==> config.mk <==
export PLATFORM = sky130hd
export DESIGN_NAME = voted_debounce_drive_selector
export DESIGN_NICKNAME = d
export VERILOG_FILES = /design/src/rtl/vdds_pkg.sv /design/src/rtl/vdds_lane.sv /design/src/rtl/vdds_merge.sv /design/src/rtl/voted_debounce_drive_selector.sv
export SDC_FILE = /design/constraint.sdc
export NUM_CORES = 1
export LEC_CHECK = 0
export ABC_AREA = 1
export BUFFER_PORTS_ARGS = -buffer_cell sky130_fd_sc_hd__buf_2
export CORE_MARGIN = 5
export CORE_UTILIZATION = 47
export DETAILED_ROUTE_END_ITERATION = 7
export PLACE_DENSITY = 0.66
export SLEW_MARGIN = 20
export SYNTH_ARGS = -nofsm -noshare
export SYNTH_HDL_FRONTEND = slang
export SYNTH_SLANG_ARGS = --single-unit
==> constraint.sdc <==
create_clock -name clk -period 11.4 [get_ports clk]
set_clock_uncertainty 0.1 [all_clocks]
set_input_delay 1.14 -clock clk [delete_from_list [all_inputs] [get_ports clk]]
set_output_delay 1.14 -clock clk [all_outputs]
set_load 0.005 [all_outputs]
==> src/rtl/vdds_pkg.sv <==
// vdds_pkg: shared types, codes and defaults for the voted debounce drive selector
// used by vdds_lane, vdds_merge and voted_debounce_drive_selector
// no dependencies
package vdds_pkg;

  // default sizing
  localparam int LANES_DEF      = 6;
  localparam int TIMER_BITS_DEF = 16;
  localparam int MAX_WINDOW_DEF = 15;

  // fixed pin lanes
  localparam int PIN_LANES     = 6;
  localparam int LANE_LEFT     = 0;
  localparam int LANE_RIGHT    = 1;
  localparam int LANE_GEAR     = 2;
  localparam int LANE_THROTTLE = 3;
  localparam int LANE_MODE_A   = 4;
  localparam int LANE_MODE_B   = 5;
  localparam int IN_TICK_BIT   = 6;

  // configuration register indexes
  localparam logic [2:0] REG_STEER_DEB    = 3'd0;
  localparam logic [2:0] REG_GEAR_DEB     = 3'd1;
  localparam logic [2:0] REG_THROTTLE_DEB = 3'd2;
  localparam logic [2:0] REG_MODE_DEB     = 3'd3;
  localparam logic [2:0] REG_VOTE_SAMPLES = 3'd4;
  localparam logic [2:0] REG_VOTE_THRESH  = 3'd5;
  localparam logic [2:0] REG_POLARITY     = 3'd6;

  // configuration reset values
  localparam logic [15:0] STEER_DEB_RST    = 16'd20;
  localparam logic [15:0] GEAR_DEB_RST     = 16'd50;
  localparam logic [15:0] THROTTLE_DEB_RST = 16'd50;
  localparam logic [15:0] MODE_DEB_RST     = 16'd50;
  localparam logic [3:0]  VOTE_SAMPLES_RST = 4'd5;
  localparam logic [3:0]  VOTE_THRESH_RST  = 4'd3;
  localparam logic [2:0]  POLARITY_RST     = 3'd7;

  // polarity bits
  localparam int POL_THROTTLE = 0;
  localparam int POL_DIR      = 1;
  localparam int POL_LED      = 2;

  // steering codes
  localparam logic [1:0] STEER_CENTER = 2'd0;
  localparam logic [1:0] STEER_LEFT   = 2'd1;
  localparam logic [1:0] STEER_RIGHT  = 2'd2;
  localparam logic [1:0] STEER_ERR    = 2'd3;

  // mode codes
  localparam logic [1:0] MODE_MANUAL = 2'd0;
  localparam logic [1:0] MODE_AUTO   = 2'd1;
  localparam logic [1:0] MODE_REMOTE = 2'd2;
  localparam logic [1:0] MODE_ERR    = 2'd3;

  // actuator commands
  localparam logic [1:0] CMD_BRAKE   = 2'd0;
  localparam logic [1:0] CMD_EXTEND  = 2'd1;
  localparam logic [1:0] CMD_RETRACT = 2'd2;

  // drive gear, two bit signed
  localparam logic signed [1:0] DRIVE_NEUTRAL = 2'sb00;
  localparam logic signed [1:0] DRIVE_FWD     = 2'sb01;
  localparam logic signed [1:0] DRIVE_REV     = 2'sb11;

  // per item control to every lane
  typedef struct packed {
    logic accept;
    logic tick;
    logic close;
  } lane_ctrl_t;

  // one result transaction
  typedef struct packed {
    logic              window_done;
    logic              throttle_pin;
    logic              dir_pin;
    logic              led_auto;
    logic              led_manual;
    logic              led_remote;
    logic              actuator_strobe;
    logic [1:0]        actuator_cmd;
    logic [1:0]        steering_code;
    logic signed [1:0] drive_gear;
    logic [1:0]        mode_code;
  } result_t;

endpackage

==> src/rtl/vdds_lane.sv <==
// vdds_lane: one switch lane, window vote count, voted level, ms timer, stable level
// depends on vdds_pkg
module vdds_lane
  import vdds_pkg::*;
#(
  parameter int TIMER_BITS = TIMER_BITS_DEF,
  parameter int MAX_WINDOW = MAX_WINDOW_DEF
) (
  input  logic        clk,
  input  logic        rst_n,
  input  lane_ctrl_t  ctrl,
  input  logic        sample,
  input  logic [3:0]  thresh,
  input  logic [15:0] debounce_ms,
  output logic        stable_nxt
);

  localparam int HVW = $clog2(MAX_WINDOW + 1);
  localparam int CW  = (HVW > 4) ? HVW : 4;
  localparam int DW  = (TIMER_BITS > 16) ? TIMER_BITS : 16;

  logic [HVW-1:0]        hv_r, hv_nxt, hv_sum;
  logic [TIMER_BITS-1:0] since_r, since_nxt, since_tick;
  logic                  voted_r, voted_nxt;
  logic                  stable_r;
  logic                  vote;

  always_comb begin
    hv_sum     = hv_r + HVW'(sample);
    vote       = CW'(hv_sum) >= CW'(thresh);
    since_tick = (ctrl.tick && (since_r != '1)) ? since_r + 1'b1 : since_r;
    hv_nxt     = hv_sum;
    since_nxt  = since_tick;
    voted_nxt  = voted_r;
    stable_nxt = stable_r;
    if (ctrl.close) begin
      hv_nxt    = '0;
      voted_nxt = vote;
      if (vote != voted_r) begin
        since_nxt = '0;
      end
      if ((stable_r != vote) && (DW'(since_nxt) >= DW'(debounce_ms))) begin
        stable_nxt = vote;
      end
    end
  end

  always_ff @(posedge clk) begin
    if (!rst_n) begin
      hv_r     <= '0;
      since_r  <= '0;
      voted_r  <= 1'b1;
      stable_r <= 1'b1;
    end else if (ctrl.accept) begin
      hv_r     <= hv_nxt;
      since_r  <= since_nxt;
      voted_r  <= voted_nxt;
      stable_r <= stable_nxt;
    end
  end

endmodule

==> src/rtl/vdds_merge.sv <==
// vdds_merge: decodes lane stable levels into steering, mode, drive and actuator command
// depends on vdds_pkg
module vdds_merge
  import vdds_pkg::*;
(
  input  logic                 clk,
  input  logic                 rst_n,
  input  lane_ctrl_t           ctrl,
  input  logic [PIN_LANES-1:0] stable,
  input  logic [2:0]           polarity,
  output result_t              res
);

  logic [1:0]        prev_steer_r, prev_mode_r;
  logic [1:0]        stat_steer_r, stat_mode_r;
  logic signed [1:0] stat_drive_r;
  logic [1:0]        steer_new, mode_new;
  logic signed [1:0] drive_new;
  logic [1:0]        stat_steer_nxt, stat_mode_nxt;
  logic signed [1:0] stat_drive_nxt;
  logic              left_act, right_act, mode_a, mode_b;
  logic              strobe;
  logic [1:0]        cmd;

  always_comb begin
    left_act  = !stable[LANE_LEFT];
    right_act = !stable[LANE_RIGHT];
    mode_a    = stable[LANE_MODE_A];
    mode_b    = stable[LANE_MODE_B];
    unique case ({left_act, right_act})
      2'b10:   steer_new = STEER_LEFT;
      2'b01:   steer_new = STEER_RIGHT;
      2'b00:   steer_new = STEER_CENTER;
      default: steer_new = STEER_ERR;
    endcase
    unique case ({mode_a, mode_b})
      2'b10:   mode_new = MODE_AUTO;
      2'b11:   mode_new = MODE_MANUAL;
      2'b01:   mode_new = MODE_REMOTE;
      default: mode_new = MODE_ERR;
    endcase
    drive_new = DRIVE_NEUTRAL;
    if ((mode_new == MODE_MANUAL) && stable[LANE_THROTTLE]) begin
      drive_new = stable[LANE_GEAR] ? DRIVE_REV : DRIVE_FWD;
    end

    strobe = 1'b0;
    cmd    = CMD_BRAKE;
    if (ctrl.close) begin
      if (mode_new == MODE_MANUAL) begin
        if ((mode_new != prev_mode_r) || (steer_new != prev_steer_r)) begin
          strobe = 1'b1;
          unique case (steer_new)
            STEER_LEFT:  cmd = CMD_EXTEND;
            STEER_RIGHT: cmd = CMD_RETRACT;
            default:     cmd = CMD_BRAKE;
          endcase
        end
      end else if (mode_new != prev_mode_r) begin
        strobe = 1'b1;
      end
    end

    stat_steer_nxt = ctrl.close ? steer_new : stat_steer_r;
    stat_mode_nxt  = ctrl.close ? mode_new  : stat_mode_r;
    stat_drive_nxt = ctrl.close ? drive_new : stat_drive_r;

    // pin is high when active matches the polarity bit
    res.window_done     = ctrl.close;
    res.throttle_pin    = (stat_drive_nxt != DRIVE_NEUTRAL) == polarity[POL_THROTTLE];
    res.dir_pin         = (stat_drive_nxt == DRIVE_REV) == polarity[POL_DIR];
    res.led_auto        = (stat_mode_nxt == MODE_AUTO) == polarity[POL_LED];
    res.led_manual      = (stat_mode_nxt == MODE_MANUAL) == polarity[POL_LED];
    res.led_remote      = (stat_mode_nxt == MODE_REMOTE) == polarity[POL_LED];
    res.actuator_strobe = strobe;
    res.actuator_cmd    = cmd;
    res.steering_code   = stat_steer_nxt;
    res.drive_gear      = stat_drive_nxt;
    res.mode_code       = stat_mode_nxt;
  end

  always_ff @(posedge clk) begin
    if (!rst_n) begin
      prev_steer_r <= STEER_ERR;
      prev_mode_r  <= MODE_ERR;
      stat_steer_r <= STEER_CENTER;
      stat_mode_r  <= MODE_MANUAL;
      stat_drive_r <= DRIVE_NEUTRAL;
    end else if (ctrl.accept && ctrl.close) begin
      prev_steer_r <= steer_new;
      prev_mode_r  <= mode_new;
      stat_steer_r <= stat_steer_nxt;
      stat_mode_r  <= stat_mode_nxt;
      stat_drive_r <= stat_drive_nxt;
    end
  end

endmodule

==> src/rtl/voted_debounce_drive_selector.sv <==
// voted_debounce_drive_selector: top level, apb register file, window counter,
// parallel debounce lanes, decode merge and output register
// depends on vdds_pkg, vdds_lane, vdds_merge
// latency: a result transaction is offered the cycle after its input transaction is accepted
// throughput: one transaction per cycle while out_tready is high; lanes and decode complete in a single stage
// the output register frees on the same edge it is taken, so back-to-back flow stalls only while out_tready is low
// reset: synchronous active-low rst_n clears the window, all lane counters, sets voted and
// stable levels idle high, status to center/neutral/manual and registers to defaults
module voted_debounce_drive_selector
  import vdds_pkg::*;
#(
  parameter int LANES      = LANES_DEF,
  parameter int TIMER_BITS = TIMER_BITS_DEF,
  parameter int MAX_WINDOW = MAX_WINDOW_DEF
) (
  input  logic        clk,
  input  logic        rst_n,
  // input stream
  input  logic        in_tvalid,
  output logic        in_tready,
  // [0] steer_left_raw [1] steer_right_raw [2] gear_raw [3] throttle_raw
  // [4] mode_a_raw [5] mode_b_raw [6] ms_tick [7] zero
  input  logic [7:0]  in_tdata,
  // result stream
  output logic        out_tvalid,
  input  logic        out_tready,
  // [0] window_done [1] throttle_pin [2] dir_pin [3] led_auto [4] led_manual
  // [5] led_remote [6] actuator_strobe [8:7] actuator_cmd [10:9] steering_code
  // [12:11] drive_gear [14:13] mode_code [15] zero
  output logic [15:0] out_tdata,
  // configuration port
  input  logic        cfg_psel,
  input  logic        cfg_penable,
  input  logic        cfg_pwrite,
  input  logic [4:0]  cfg_paddr,
  input  logic [31:0] cfg_pwdata,
  output logic [31:0] cfg_prdata,
  output logic        cfg_pready
);

  localparam int HVW = $clog2(MAX_WINDOW + 1);
  localparam int WW  = ((HVW > 4) ? HVW : 4) + 1;

  // ---------------------------------------------------------------------------
  // configuration registers
  // ---------------------------------------------------------------------------
  logic [15:0] steer_deb_r, gear_deb_r, throttle_deb_r, mode_deb_r;
  logic [3:0]  vote_samples_r, vote_thresh_r;
  logic [2:0]  polarity_r;
  logic        cfg_wr;
  logic [2:0]  cfg_idx;

  assign cfg_pready = 1'b1;
  assign cfg_wr     = cfg_psel && cfg_penable && cfg_pwrite && cfg_pready;
  assign cfg_idx    = cfg_paddr[4:2];

  always_ff @(posedge clk) begin
    if (!rst_n) begin
      steer_deb_r    <= STEER_DEB_RST;
      gear_deb_r     <= GEAR_DEB_RST;
      throttle_deb_r <= THROTTLE_DEB_RST;
      mode_deb_r     <= MODE_DEB_RST;
      vote_samples_r <= VOTE_SAMPLES_RST;
      vote_thresh_r  <= VOTE_THRESH_RST;
      polarity_r     <= POLARITY_RST;
    end else if (cfg_wr) begin
      unique case (cfg_idx)
        REG_STEER_DEB:    steer_deb_r    <= cfg_pwdata[15:0];
        REG_GEAR_DEB:     gear_deb_r     <= cfg_pwdata[15:0];
        REG_THROTTLE_DEB: throttle_deb_r <= cfg_pwdata[15:0];
        REG_MODE_DEB:     mode_deb_r     <= cfg_pwdata[15:0];
        REG_VOTE_SAMPLES: vote_samples_r <= cfg_pwdata[3:0];
        REG_VOTE_THRESH:  vote_thresh_r  <= cfg_pwdata[3:0];
        REG_POLARITY:     polarity_r     <= cfg_pwdata[2:0];
        default: ;  // unmapped address, write ignored
      endcase
    end
  end

  always_comb begin
    unique case (cfg_idx)
      REG_STEER_DEB:    cfg_prdata = {16'd0, steer_deb_r};
      REG_GEAR_DEB:     cfg_prdata = {16'd0, gear_deb_r};
      REG_THROTTLE_DEB: cfg_prdata = {16'd0, throttle_deb_r};
      REG_MODE_DEB:     cfg_prdata = {16'd0, mode_deb_r};
      REG_VOTE_SAMPLES: cfg_prdata = {28'd0, vote_samples_r};
      REG_VOTE_THRESH:  cfg_prdata = {28'd0, vote_thresh_r};
      REG_POLARITY:     cfg_prdata = {29'd0, polarity_r};
      default:          cfg_prdata = 32'd0;
    endcase
  end

  // ---------------------------------------------------------------------------
  // handshake and output register
  // ---------------------------------------------------------------------------
  logic    in_acc;
  logic    out_valid_r;
  result_t out_data_r;
  result_t res;

  // take a new transaction whenever the output slot is empty or being drained
  assign in_tready = !out_valid_r || out_tready;
  assign in_acc    = in_tvalid && in_tready;

  // ---------------------------------------------------------------------------
  // vote window counter, shared by all lanes
  // ---------------------------------------------------------------------------
  logic [HVW-1:0] wc_r;
  logic [WW-1:0]  wc_inc, win_size;
  logic           close;

  always_comb begin
    // zero samples acts as one, oversize clamps to the window limit
    if (vote_samples_r == 4'd0) begin
      win_size = WW'(1);
    end else if (WW'(vote_samples_r) > WW'(MAX_WINDOW)) begin
      win_size = WW'(MAX_WINDOW);
    end else begin
      win_size = WW'(vote_samples_r);
    end
    wc_inc = WW'(wc_r) + WW'(1);
    close  = wc_inc >= win_size;
  end

  always_ff @(posedge clk) begin
    if (!rst_n) begin
      wc_r <= '0;
    end else if (in_acc) begin
      wc_r <= close ? '0 : wc_inc[HVW-1:0];
    end
  end

  // ---------------------------------------------------------------------------
  // parallel lanes
  // ---------------------------------------------------------------------------
  lane_ctrl_t           lctrl;
  logic [LANES-1:0]     lane_stable;
  logic [PIN_LANES-1:0] stable6;

  assign lctrl.accept = in_acc;
  assign lctrl.tick   = in_tdata[IN_TICK_BIT];
  assign lctrl.close  = close;

  for (genvar i = 0; i < LANES; i++) begin : g_lane
    logic        lane_sample;
    logic [15:0] lane_deb;

    // lanes past the pin set sample idle high
    if (i < PIN_LANES) begin : g_pin
      assign lane_sample = in_tdata[i];
    end else begin : g_idle
      assign lane_sample = 1'b1;
    end

    if ((i == LANE_LEFT) || (i == LANE_RIGHT)) begin : g_steer
      assign lane_deb = steer_deb_r;
    end else if (i == LANE_GEAR) begin : g_gear
      assign lane_deb = gear_deb_r;
    end else if (i == LANE_THROTTLE) begin : g_thr
      assign lane_deb = throttle_deb_r;
    end else begin : g_mode
      assign lane_deb = mode_deb_r;
    end

    vdds_lane #(
      .TIMER_BITS (TIMER_BITS),
      .MAX_WINDOW (MAX_WINDOW)
    ) u_lane (
      .clk         (clk),
      .rst_n       (rst_n),
      .ctrl        (lctrl),
      .sample      (lane_sample),
      .thresh      (vote_thresh_r),
      .debounce_ms (lane_deb),
      .stable_nxt  (lane_stable[i])
    );
  end

  // decode sees idle high for pins that have no lane
  for (genvar j = 0; j < PIN_LANES; j++) begin : g_stab
    if (j < LANES) begin : g_have
      assign stable6[j] = lane_stable[j];
    end else begin : g_none
      assign stable6[j] = 1'b1;
    end
  end

  // ---------------------------------------------------------------------------
  // merge: decode, actuator command, pin polarity
  // ---------------------------------------------------------------------------
  vdds_merge u_merge (
    .clk      (clk),
    .rst_n    (rst_n),
    .ctrl     (lctrl),
    .stable   (stable6),
    .polarity (polarity_r),
    .res      (res)
  );

  always_ff @(posedge clk) begin
    if (!rst_n) begin
      out_valid_r <= 1'b0;
    end else if (in_acc) begin
      out_valid_r <= 1'b1;
    end else if (out_tready) begin
      out_valid_r <= 1'b0;
    end
  end

  always_ff @(posedge clk) begin
    if (in_acc) begin
      out_data_r <= res;
    end
  end

  assign out_tvalid = out_valid_r;
  assign out_tdata  = {1'b0,
                       out_data_r.mode_code,
                       out_data_r.drive_gear,
                       out_data_r.steering_code,
                       out_data_r.actuator_cmd,
                       out_data_r.actuator_strobe,
                       out_data_r.led_remote,
                       out_data_r.led_manual,
                       out_data_r.led_auto,
                       out_data_r.dir_pin,
                       out_data_r.throttle_pin,
                       out_data_r.window_done};

`ifndef SYNTHESIS
  // a strobe only comes with a closed window
  a_strobe_needs_window: assert property (@(posedge clk) disable iff (!rst_n)
    out_tvalid |-> (!out_data_r.actuator_strobe || out_data_r.window_done))
    else $error("actuator strobe without window close");

  // a command other than brake only comes with a strobe
  a_cmd_needs_strobe: assert property (@(posedge clk) disable iff (!rst_n)
    (out_tvalid && (out_data_r.actuator_cmd != CMD_BRAKE)) |-> out_data_r.actuator_strobe)
    else $error("actuator command without strobe");

  // closing a window restarts the counter
  a_window_restart: assert property (@(posedge clk) disable iff (!rst_n)
    (in_acc && close) |=> (wc_r == '0))
    else $error("window counter not cleared on close");

  // the counter never holds a full window
  a_window_bound: assert property (@(posedge clk) disable iff (!rst_n)
    WW'(wc_r) < WW'(MAX_WINDOW))
    else $error("window counter out of range");

  // an accepted transaction always shows up at the output next cycle
  a_result_follows: assert property (@(posedge clk) disable iff (!rst_n)
    in_acc |=> out_tvalid)
    else $error("accepted transaction produced no result");
`endif

endmodule
==> results.md, run 1 <==
- Status: completed
- Min-delay worst type: reg -> reg
- Vias in the first global route: about 13000
- Port Buf Inserts: 65
- Post-route cell area: around 17000 um^2
- Asr flop ratio synth: 0%
- EDFF count, synth: 15
- IO Pins: approximately 100
- Multi-input logic area: between 9000 and 10000 um^2
- Post-synthesis sequential area ratio: about a third
- Critical path arrival: 5700 ps
- Final period utilization: 48.3%
- Die W: 191 um
- Post-cts resize count: 0
- Hold path start: u_merge.stat_mode_r[1]
- Maximum VDD drop: 0.122 mV
- Initial DRC Count: 948
- Startpoint types: input port
- Seq cells post-synth: about 240
- Global-route wire length before repair: roughly 66000 um
- DRC: 0
- Hold Vio Cnt, Final: 0
- H-Tree Level Count: 1
- Max_slew headroom: 38.9%
- Final min period: 5500 ps
- Internal Dissipation: between 1.5 and 2 mW
- PD cells: ~140 nW/um^2
- Netlist cell types: 53
- Flop pwr share: 38.5%
- Worst Tran Pin Value: 913 ps
- CTS hold repair buffers: 0
- DR top layer: met4
- Max Cap Viol: 0
- DR WL met2: 18800 um
- Detail Placement HPWL: 30400 um
- Yosys Warn Count: 0
- RSZ-0062 raised after global routing: no
- Detail-routed via count per cell: ~5.2
- Sw Share: 31.0%
- Die Y: between 150 and 200 um
- Dpl cell area: 15900 um^2
- Max Fclk: 182 MHz
- GPL Wtd Cong: ~0.86
- Post-route ant nets: 0
- Synthesized cell area: 15400 um^2
- Inserted Clock Buffers: 28
- Comb pwr share: 20.9%
- Antenna violations before repair: 1
- Clock Path Buffers: 3
- Initial Utilization: 47.5%
- Clock sinks: 237
- Filler Cell Count: about 3200
- DRT met1 WL: 18800 um
- Total negative setup slack: 0 ps
- P_sw: roughly 0.74 mW
- CORE AREA: 32500 um^2
- Setup CP Type: in -> reg
- Clk pwr share: 40.6%
- Gr usage total: 22.0%
- Area Overhead vs Synth: 10.0%
- Rows: 66
- Top_reg_cell synth: dfxtp_1
- Crit path capture type: register
- Via count: 13994
- Mapped Avg Cell Area: 7.06 um^2
- Total die area: around 37000 um^2
- Max-slew violation count: 0
- Static Leak: approximately 7.3 nW
- CTS tree: done
- Total wire length: between 40000 and 50000 um
- Worst-Skew Late Latency: 550 ps
- Share of post-route cells with drive strength above 1: under 10%
- Clock slew at reported path FFs: 60 ps
- WL per Instance: 15.3 um
- Final setup vio count: 0
- Post-CTS setup buffers: 0
- Grt ovf: 0
- R2R Path Start: g_lane[4].u_lane.hv_r[0]
- Worst EP required: 11590 ps
- Critical Path Fanout Max: 14
- CTS root buffer: clkbuf_16
- Sequential cell area: 4890 um^2
- Met3 wire length: 2110 um
- Largest net degree at the start of global routing: 83
- Cells after Synth: 2182
- Beginning of the critical path: in_tdata[4]
- Pre-antenna DRT Iters: 5
- Final nets: roughly 2400
==> synth_stat cells (11+ instances only) <==
library cell | count | area share [%]
xnor2_1 | 24 | 1.4
a21oi_1 | 224 | 7.3
o21a_1 | 13 | 0.63
clkbuf_1 | 50 | 1.2
nor2_1 | 350 | 8.5
nor3_2 | 11 | 0.71
buf_2 | 13 | 0.42
nand4_1 | 26 | 1.1
xor2_1 | 87 | 4.9
o21ai_0 | 124 | 4.0
o211ai_1 | 18 | 0.88
nor3_1 | 28 | 0.91
inv_2 | 11 | 0.27
buf_4 | 18 | 0.88
a211oi_1 | 14 | 0.68
ha_1 | 143 | 12
nand2_1 | 371 | 9.0
nand2_2 | 11 | 0.45
nand3_1 | 69 | 2.2
o22ai_1 | 17 | 0.69
inv_1 | 232 | 5.7
dfxtp_1 | 222 | 29
edfxtp_1 | 15 | 2.9
==> area by class of cell <==
type,instances,area share (%)
clock buffer,41,5.08
sequential,237,28.9
inverter,245,5.43
timing repair buffer,70,2.14
antenna,1,0.0148
clock inverter,8,0.841
multi-input combinational,1628,54.4
tap,442,3.26
==> metrics by stage <==
stage	util [%]	setup slack, ps	total power [mW]	cells	hold WS [ps]
after detailed placement	49.1	5470	1.43	2622	355
after global placement	49.1	5480	1.42	2622	351
final	52.2	5900	2.38	2672	367
after global routing	52.2	5650	2.50	2672	389
after floorplan	-	6690	1.30	2198	340
after CTS	52.2	6020	2.40	2671	365
==> sequential cells by signal, summed over array words and instances, names as in the netlist, 3 cells and up, named ones only <==
name / cells
vote_thresh_r: 4
g_lane.lane_deb: 64
vote_samples_r: 4
out_tdata: 15
g_lane.u_lane.voted_r: 6
g_lane.u_lane.hv_r: 24
g_lane.u_lane.since_r: 96
polarity_r: 3
g_lane.u_lane.stable_r: 5
wc_r: 4
==> layout by cell type (no fill, tap or decap), types with 14 or more instances in the layout <==
cell | synthesis | final
o211ai_1 | 18 | 18
inv_1 | 232 | 231
ha_1 | 143 | 143
dfxtp_1 | 222 | 222
conb_1 | 2 | 18
a211oi_1 | 14 | 14
buf_2 | 13 | 65
xor2_1 | 87 | 87
nand4_1 | 26 | 26
nand2_1 | 371 | 369
nor3_1 | 28 | 28
a21oi_1 | 224 | 224
edfxtp_1 | 15 | 15
xnor2_1 | 24 | 24
nor2_1 | 350 | 350
o22ai_1 | 17 | 17
nand3_1 | 69 | 69
o21ai_0 | 124 | 124
clkbuf_16 | 0 | 30
==> critical path: stages <==
cell      delay [ps]
buf_2            100
ha_1             200
ha_1             290
ha_1             270
inv_1             50
a21oi_1           30
o21ai_1          110
nand2_1           70
a21oi_2          270
xor2_1           600
inv_1            410
nor2_1           210
ha_1             260
nand2_1           70
inv_1             30
o21bai_1         110
nand2_1           60
a21oi_1          130
nand3_1          300
nand3_1          220
nand3_1          140
nor2_2           190
nand3_1          160
nand2_2          110
nand2_1           50
nand2_1           50
nand2_1           40
==> routing by layer <==
layer | track usage, % | vias up
met5 | 0 | -
met4 | 6.66 | 0
met3 | 2.37 | 71
met2 | 37.1 | 342
met1 | 29.9 | 6385
li1 | - | 7196
==> worst paths after layout <==
kind                            slack, ps                     end  depth (start not counted)
worst max-delay path                 5900            out_tdata[2]                         27
worst min-delay path                  370  u_merge.stat_mode_r[1]                          2
worst max register to register       6310            out_tdata[2]                         26
worst min register to register        370  u_merge.stat_mode_r[1]                          2
==> power by group through the flow <==
stage	clock, mW	combinational [mW]	sequential [mW]
3_3_place_gp	0	0.484	0.933
2_1_floorplan	0	0.370	0.929
6_report	0.968	0.498	0.917
4_1_cts	0.985	0.499	0.917
5_1_grt	1.02	0.563	0.922
3_5_place_dp	0	0.497	0.935
==> cells by family (layout without fill, tap and decap cells) <==
family | count (synthesis) | in the layout | synth area share [%]
AOI/OAI and AO/OA | 448 | 448 | 16.2
and+or+nand+nor | 908 | 908 | 25.1
buffers and inverters | 333 | 364 | 8.91
other | 2 | 19 | 0.0487
DFF | 237 | 237 | 31.8
adders and majority gates | 143 | 143 | 11.6
xor gates and xnor gates | 111 | 111 | 6.31
Note: power is estimated with default switching activity, not from simulation.
==> run 2: changes to the inputs <==
clock period = 5.4 ns   (was 11.4 ns; I/O delays follow)
==> run 2 against run 1 <==
Utilization decreased by 0.16 points. Sequential power increased by 110%. Worst setup slack got worse by 5300 ps. Via count increased by 0.16%. Sequential share of layout area increased by 0.090 points. Power increased by 110%. Critical endpoint unchanged. Largest cell class unchanged.
==> results.md, run 2 (synthesized netlist as in run 1, its figures left out) <==
- Min-Delay Path Depth: 3 (+1)
- Status: completed
- WL per Instance: 15.4 um (+0.52%)
- Inst Count DP: 2627 (+0.19%)
- Clk pwr share: 38.9% (-1.7 points)
- Comb pwr share: 21.7% (+0.8 points)
- Flop pwr share: 39.3% (+0.8 points)
- Reg-to-reg endpoint: out_tdata[2]
- Total die area: 36500 um^2 (unchanged)
- Via count: 14017 (+0.16%)
- CTS hold repair buffers: 0 (unchanged)
- Global-route wire length before repair: 66400 um (+0.30%)
- Commonest non-fill, non-tap cell in the layout: nand2_1
- Final period utilization: between 80% and 90%
- # diodes: 0 (-1)
- Inserted Clock Buffers: 28 (unchanged)
- Hold Vio Cnt, Final: 0 (unchanged)
- Max Cap Viol: 0 (unchanged)
- R2R Path Start: g_lane[4].u_lane.hv_r[0]
- Crit-path most repeated cell: nand2_1
- Pre-antenna DRT Iters: 5 (unchanged)
- Vias in the first global route: 13118 (+0.18%)
- P_sw: 1.55 mW (+110%)
- GPL Wtd Cong: 0.852 (-0.68%)
- Util after Layout: 52.1% (-0.16 points)
- Worst-Skew Late Latency: 550 ps (about the same)
- Post-Layout Cell Count: 2675 (+0.11%)
- Max Fclk: 209 MHz
- Static Leak: 7.24 nW (-0.16%)
- Worst Tran Pin Value: 958 ps (+45.1 ps)
- Max-slew violation count: 0 (unchanged)
- PD cells: 291 nW/um^2 (+110%)
- Slowest cell on crit path: xor2_1
- Initial Utilization: 47.5% (unchanged)
- Total negative setup slack: 0 ps (unchanged)
- Largest stage delay, worst path: 410 ps (-190 ps)
- Rows: 66 (unchanged)
- Final nets: 2410 (+0.21%)
- Sequential cell area: 4890 um^2 (unchanged)
- Clock sinks: 237 (unchanged)
- Beginning of the critical path: g_lane[4].u_lane.hv_r[0]
- Antenna violations before repair: 0 (-1)
- Setup CP Type: reg -> reg
- Worst R2R Setup Slack: 610 ps (-5700 ps)
- Total wire length: 41200 um (+0.64%)
- Sw Share: 31.6% (+0.56 points)
- Grt ovf: 0 (unchanged)
- Maximum VDD drop: 0.248 mV (+100%)
- Share of post-route cells with drive strength above 1: 8.15% (-0.015 points)
- Post-cts resize count: 0 (unchanged)
- Post-CTS setup buffers: 0 (unchanged)
- Port Buf Inserts: 65 (unchanged)
- CORE AREA: 32500 um^2 (unchanged)
- H-Tree Level Count: 1 (unchanged)
- Crit path capture type: register
- Die Y: 191 um (unchanged)
- Max FFs per register: 96 (unchanged)
- Gr usage total: 22.0% (-0.033 points)
- Min-delay worst type: in -> reg
- Hold worst-path end: g_lane[4].lane_deb[4]
- Worst hold slack: 217 ps (-149 ps)
- Post-route ant nets: 0 (unchanged)
- CTS root buffer: clkbuf_16
- Critical Path Fanout Max: 14 (unchanged)
- Critical path arrival: 4980 ps (-720 ps)
- Clock slew at reported path FFs: 60 ps (about the same)
- Initial DRC Count: 834 (-12%)
- Internal Dissipation: 3.37 mW (+100%)
- Multi-input logic area: 9210 um^2 (about the same)
- Most frequent cells in the layout: nand2_1, nor2_1, inv_1, a21oi_1, dfxtp_1
- R2R depth: 25 (-3.8%)
- Final setup vio count: 0 (unchanged)
- RSZ-0062 raised after global routing: no
- Max_slew headroom: 35.7% (-3.2 points)
- DRC: 0 (unchanged)
- Die W: 191 um (unchanged)
- Detail Placement HPWL: 30700 um (+1.1%)
- Final min period: 4790 ps
- Clock Path Buffers: 3 (unchanged)
- Startpoint types: register
- Detail-routed via count per cell: 5.24 (about the same)
- CTS tree: done
- Largest Register: g_lane.u_lane.since_r
- Hold path start: cfg_pwdata[4]
- IO Pins: 103 (unchanged)
- Worst EP required: 5590 ps (-6000 ps)
- Largest net degree at the start of global routing: 82 (-1.2%)
- Filler Cell Count: 3174 (-1.1%)
- Area Overhead vs Synth: 9.68%
## run 2: final cells by class
cell class                 count  area share [%]
tap                          442            3.27
sequential                   237            29.0
multi-input combinational   1628            54.5
inverter                     245            5.45
clock buffer                  33            4.44
timing repair buffer          75            2.37
clock inverter                15            1.01
## run 2: critical path, delay by kind of cell, from the launching register on
kind / cells / cell delay, ps
AND/OR/NAND/NOR: 13 / 1680
adder cells (fa/ha/maj): 4 / 1000
AO/OA/AOI/OAI: 5 / 660
XOR/XNOR: 1 / 410
buffers and inverters: 2 / 370
flip-flops: 1 / 310
## run 2: power by group through the flow
stage	combinational, mW	clock [mW]	sequential, mW
6_report	1.07	1.91	1.94
5_1_grt	1.20	2.03	1.95
3_3_place_gp	1.04	0	1.97
4_1_cts	1.07	1.95	1.93
2_1_floorplan	0.780	0	1.96
3_5_place_dp	1.07	0	1.97
## run 2: worst max-delay path by stage
stage                     slack, ps           end  cells past startpoint
after floorplan                1290  out_tdata[2]                     26
after global placement          360  out_tdata[2]                     26
after detailed placement        340  out_tdata[2]                     26
after CTS                       690  out_tdata[2]                     25
after global routing            270  out_tdata[2]                     25
final                           610  out_tdata[2]                     25
## run 2: per-stage QoR
step | cell area (um^2) | total power, mW | worst slack [ps]
after floorplan | 15500 | 2.74 | 1290
after global placement | 16000 | 3.01 | 361
after detailed placement | 16000 | 3.04 | 338
after CTS | 16900 | 4.96 | 686
after global routing | 16900 | 5.18 | 270
final | 16900 | 4.92 | 614
## run 2: per-layer routing
metal / up-vias / routed length [um] / GRT usage (%)
li1: 7192 / - / -
met1: 6425 / 18700 / 29.9
met2: 331 / 19100 / 37.0
met3: 69 / 2360 / 2.96
met4: 0 / 1040 / 5.75
met5: - / 0 / 0
==> run 3: changes to the inputs <==
CTS_BUF_LIST = sky130_fd_sc_hd__clkbuf_16   (was unset)
SYNTH_HIERARCHICAL = 1   (was unset)
==> run 3 against run 2 <==
Synthesized area increased by 15%. Global-route usage up 0.40 points. Routed wire length is 17% higher. Worst setup slack better by 340 ps. Clock power is essentially flat. Design area up 13%. Critical path depth is 5 lower. Clock-buffer cell count fell by 4. Non-clock buffer count increased by 2. Sequential share of layout area fell by 3.4 points. Maximum frequency grew 7.6%.
==> results.md, run 3 <==
- Internal Dissipation: 3.19 mW (-5.3%)
- Port Buf Inserts: 65 (unchanged)
- Util after Layout: 51.1% (-0.96 points)
- Setup CP Type: reg -> reg
- Worst Tran Pin Value: 888 ps (-69.8 ps)
- Met3 global-route usage: 3.57% (+0.61 points)
- Routing usage on met2: 37.4% (+0.32 points)
- Max Cap Viol: 0 (unchanged)
- Die W: 204 um (+6.9%)
- Post-Layout Cell Count: 3324 (+24%)
- Gr usage total: 22.4% (+0.40 points)
- Clock sinks: 237 (unchanged)
- Initial DRC Count: 1178 (+41%)
- Status: completed
- Post-synthesis sequential area ratio: 27.6% (-4.2 points)
- Worst EP required: 5600 ps (about the same)
- Detail Placement HPWL: 35900 um (+17%)
- Cells after Synth: 2758 (+26%)
- Vias in the first global route: 15462 (+18%)
- Grt ovf: 0 (unchanged)
- Global routing's busiest layer: met2
- Pre-CTS WS: 699 ps (+361 ps)
- Crit path capture type: register
- Share of post-route cells with drive strength above 1: 10.9% (+2.8 points)
- Final nets: 2987 (+24%)
- Min-delay worst type: in -> reg
- Antenna violations before repair: 6 (+6)
- H-Tree Level Count: 1 (unchanged)
- CTS root buffer: clkbuf_16
- Sw Share: 30.2% (-1.3 points)
- Static Leak: 8.90 nW (+23%)
- Detail-routed via count per cell: 5.10 (-2.6%)
- Largest Register: g_lane.u_lane/since_r
- Post-synth top cells: nand2_1, inv_1, nor2_1, dfxtp_1, a21oi_1
- Total die area: 41700 um^2 (+14%)
- Inserted Clock Buffers: 29 (+3.6%)
- RSZ-0062 raised after global routing: no
- Pre-antenna DRT Iters: 5 (unchanged)
- CTS tree: done
- Fin worst setup slack: 953 ps (+339 ps)
- Total wire length: 48200 um (+17%)
- Cell with the most instances after synthesis: nand2_1
- Commonest non-fill, non-tap cell in the layout: nand2_1
- EDFF count, synth: 15 (unchanged)
- Area Overhead vs Synth: 8.08%
- CTS hold repair buffers: 0 (unchanged)
- Critical path arrival: 4650 ps (-330 ps)
- Final Power: 4.57 mW (-7.1%)
- GR Util met1: 29.9% (+0.042 points)
- Mapped Avg Cell Area: 6.43 um^2 (-9.0%)
- Startpoint types: register
- # diodes: 0 (unchanged)
- WL per Instance: 14.5 um (-5.9%)
- Final min period: 4450 ps (-339 ps)
- Netlist cell types: 39 (-26%)
- Post-CTS setup buffers: 0 (unchanged)
- Clock slew at reported path FFs: 60 ps (about the same)
- Worst-Skew Late Latency: 560 ps (about the same)
- Hold Vio Cnt, Final: 0 (unchanged)
- Clk pwr share: 41.9% (+3.0 points)
- Post-synth top area share: 25.1% (-3.8 points)
- P_sw: 1.38 mW (-11%)
- Inst Count DP: 3272 (+25%)
- Dpl cell area: 18200 um^2 (+14%)
- Global-route wire length before repair: 77800 um (+17%)
- GPL Wtd Cong: 0.878 (+3.1%)
- Largest net degree at the start of global routing: 35 (-57%)
- Critical Path Fanout Max: 15 (+1)
- Top_reg_cell synth: dfxtp_1
- Comb pwr share: 16.3% (-5.4 points)
- IO Pins: 103 (unchanged)
- Most frequent cells in the layout: nand2_1, inv_1, nor2_1, dfxtp_1, a21oi_1
- Final setup vio count: 0 (unchanged)
- Yosys Warn Count: 6 (+6)
- Final period utilization: 82.4% (-6.3 points)
- Post-route ant nets: 0 (unchanged)
- Via count: 16969 (+21%)
- Max FFs per register: 96 (unchanged)
- Flop pwr share: 41.8% (+2.5 points)
- Maximum VDD drop: 0.263 mV (+5.9%)
- Max_slew headroom: 40.7% (+5.0 points)
- Total negative setup slack: 0 ps (unchanged)
- Largest cells by area after synthesis: dfxtp_1, nand2_1, ha_1
- Initial Utilization: 47.3% (-0.19 points)
- Post-route cell area: 19200 um^2 (+13%)
- Asr flop ratio synth: 0% (unchanged)
- DRC: 0 (unchanged)
- Filler Cell Count: 3815 (+20%)
- CORE AREA: 37500 um^2 (+16%)
- Max-slew violation count: 0 (unchanged)
- Synthesized cell area: 17700 um^2 (+15%)
- PD cells: 239 nW/um^2 (-18%)
- Rows: 71 (+7.6%)
- Post-cts resize count: 0 (unchanged)
- Seq cells post-synth: 237 (unchanged)
- Clock Path Buffers: 3 (unchanged)
- Cell taking the most area after synthesis: dfxtp_1
- Max Fclk: 225 MHz (+7.6%)
- Die Y: 204 um (+6.9%)
- Worst hold slack: 142 ps (-75.0 ps)
[run 3: worst max-delay path, cell delays in order (launching register included)]
cell     delay, ps
dfxtp_1        550
buf_4          270
inv_1           60
ha_1           300
a21oi_1        200
nand3_1        120
nand2_1        110
nand2_1        330
a21oi_1        380
ha_1           300
nand4_1        120
inv_1           50
a21oi_1        210
nand2_1        130
nand3_1        100
nand2_1        160
inv_1          190
xor2_1         160
nand2_1         70
nor2_1         160
nor2_1          80
[run 3: per-layer routing]
| metal | wire [um] | share of wire, % |
|---|---|---|
| met1 | 22200 | 46 |
| met2 | 22000 | 46 |
| met3 | 2330 | 4.8 |
| met4 | 1630 | 3.4 |
| met5 | 61 | 0.13 |
[run 3: logic make-up (layout without fill, tap and decap cells)]
family | count (synthesis) | in the layout | synth area share (%)
xor+xnor | 55 | 55 | 2.72
simple gates | 1474 | 1474 | 36.0
compound gates | 370 | 370 | 11.8
fa+ha+maj | 143 | 143 | 10.1
flops | 237 | 237 | 27.6
other cells | 2 | 18 | 0.0424
buf+inv | 477 | 516 | 11.7
[run 3: path summary, 6_finish.rpt]
kind	start	end	slack, ps	cells after the start
max	vote_thresh_r[3]	out_tdata[6]	950	20
min	cfg_pwdata[4]	g_lane[2].lane_deb[4]	140	3
min reg2reg	g_lane[4].u_lane/stable_r	g_lane[4].u_lane/stable_r	370	2
max reg2reg	vote_thresh_r[3]	out_tdata[6]	950	20
[run 3: area by class of cell]
class | count | area [um^2] | area share, %
clock buffers | 29 | 726 | 3.79
clock inverters | 23 | 193 | 1.01
inverters | 387 | 1460 | 7.59
multi-input cells | 2060 | 10800 | 56.5
flip-flops and latches | 237 | 4890 | 25.5
well taps | 511 | 639 | 3.34
repair buffers | 77 | 428 | 2.23
[run 3: power groups by stage]
| stage | Combinational (mW) | Sequential (mW) | Clock [mW] |
|---|---|---|---|
| floorplan | 0.579 | 1.93 | 0 |
| global placement | 0.721 | 1.94 | 0 |
| detailed placement | 0.743 | 1.95 | 0 |
| CTS | 0.746 | 1.91 | 1.97 |
| global route | 0.849 | 1.92 | 2.04 |
| finish | 0.747 | 1.91 | 1.91 |
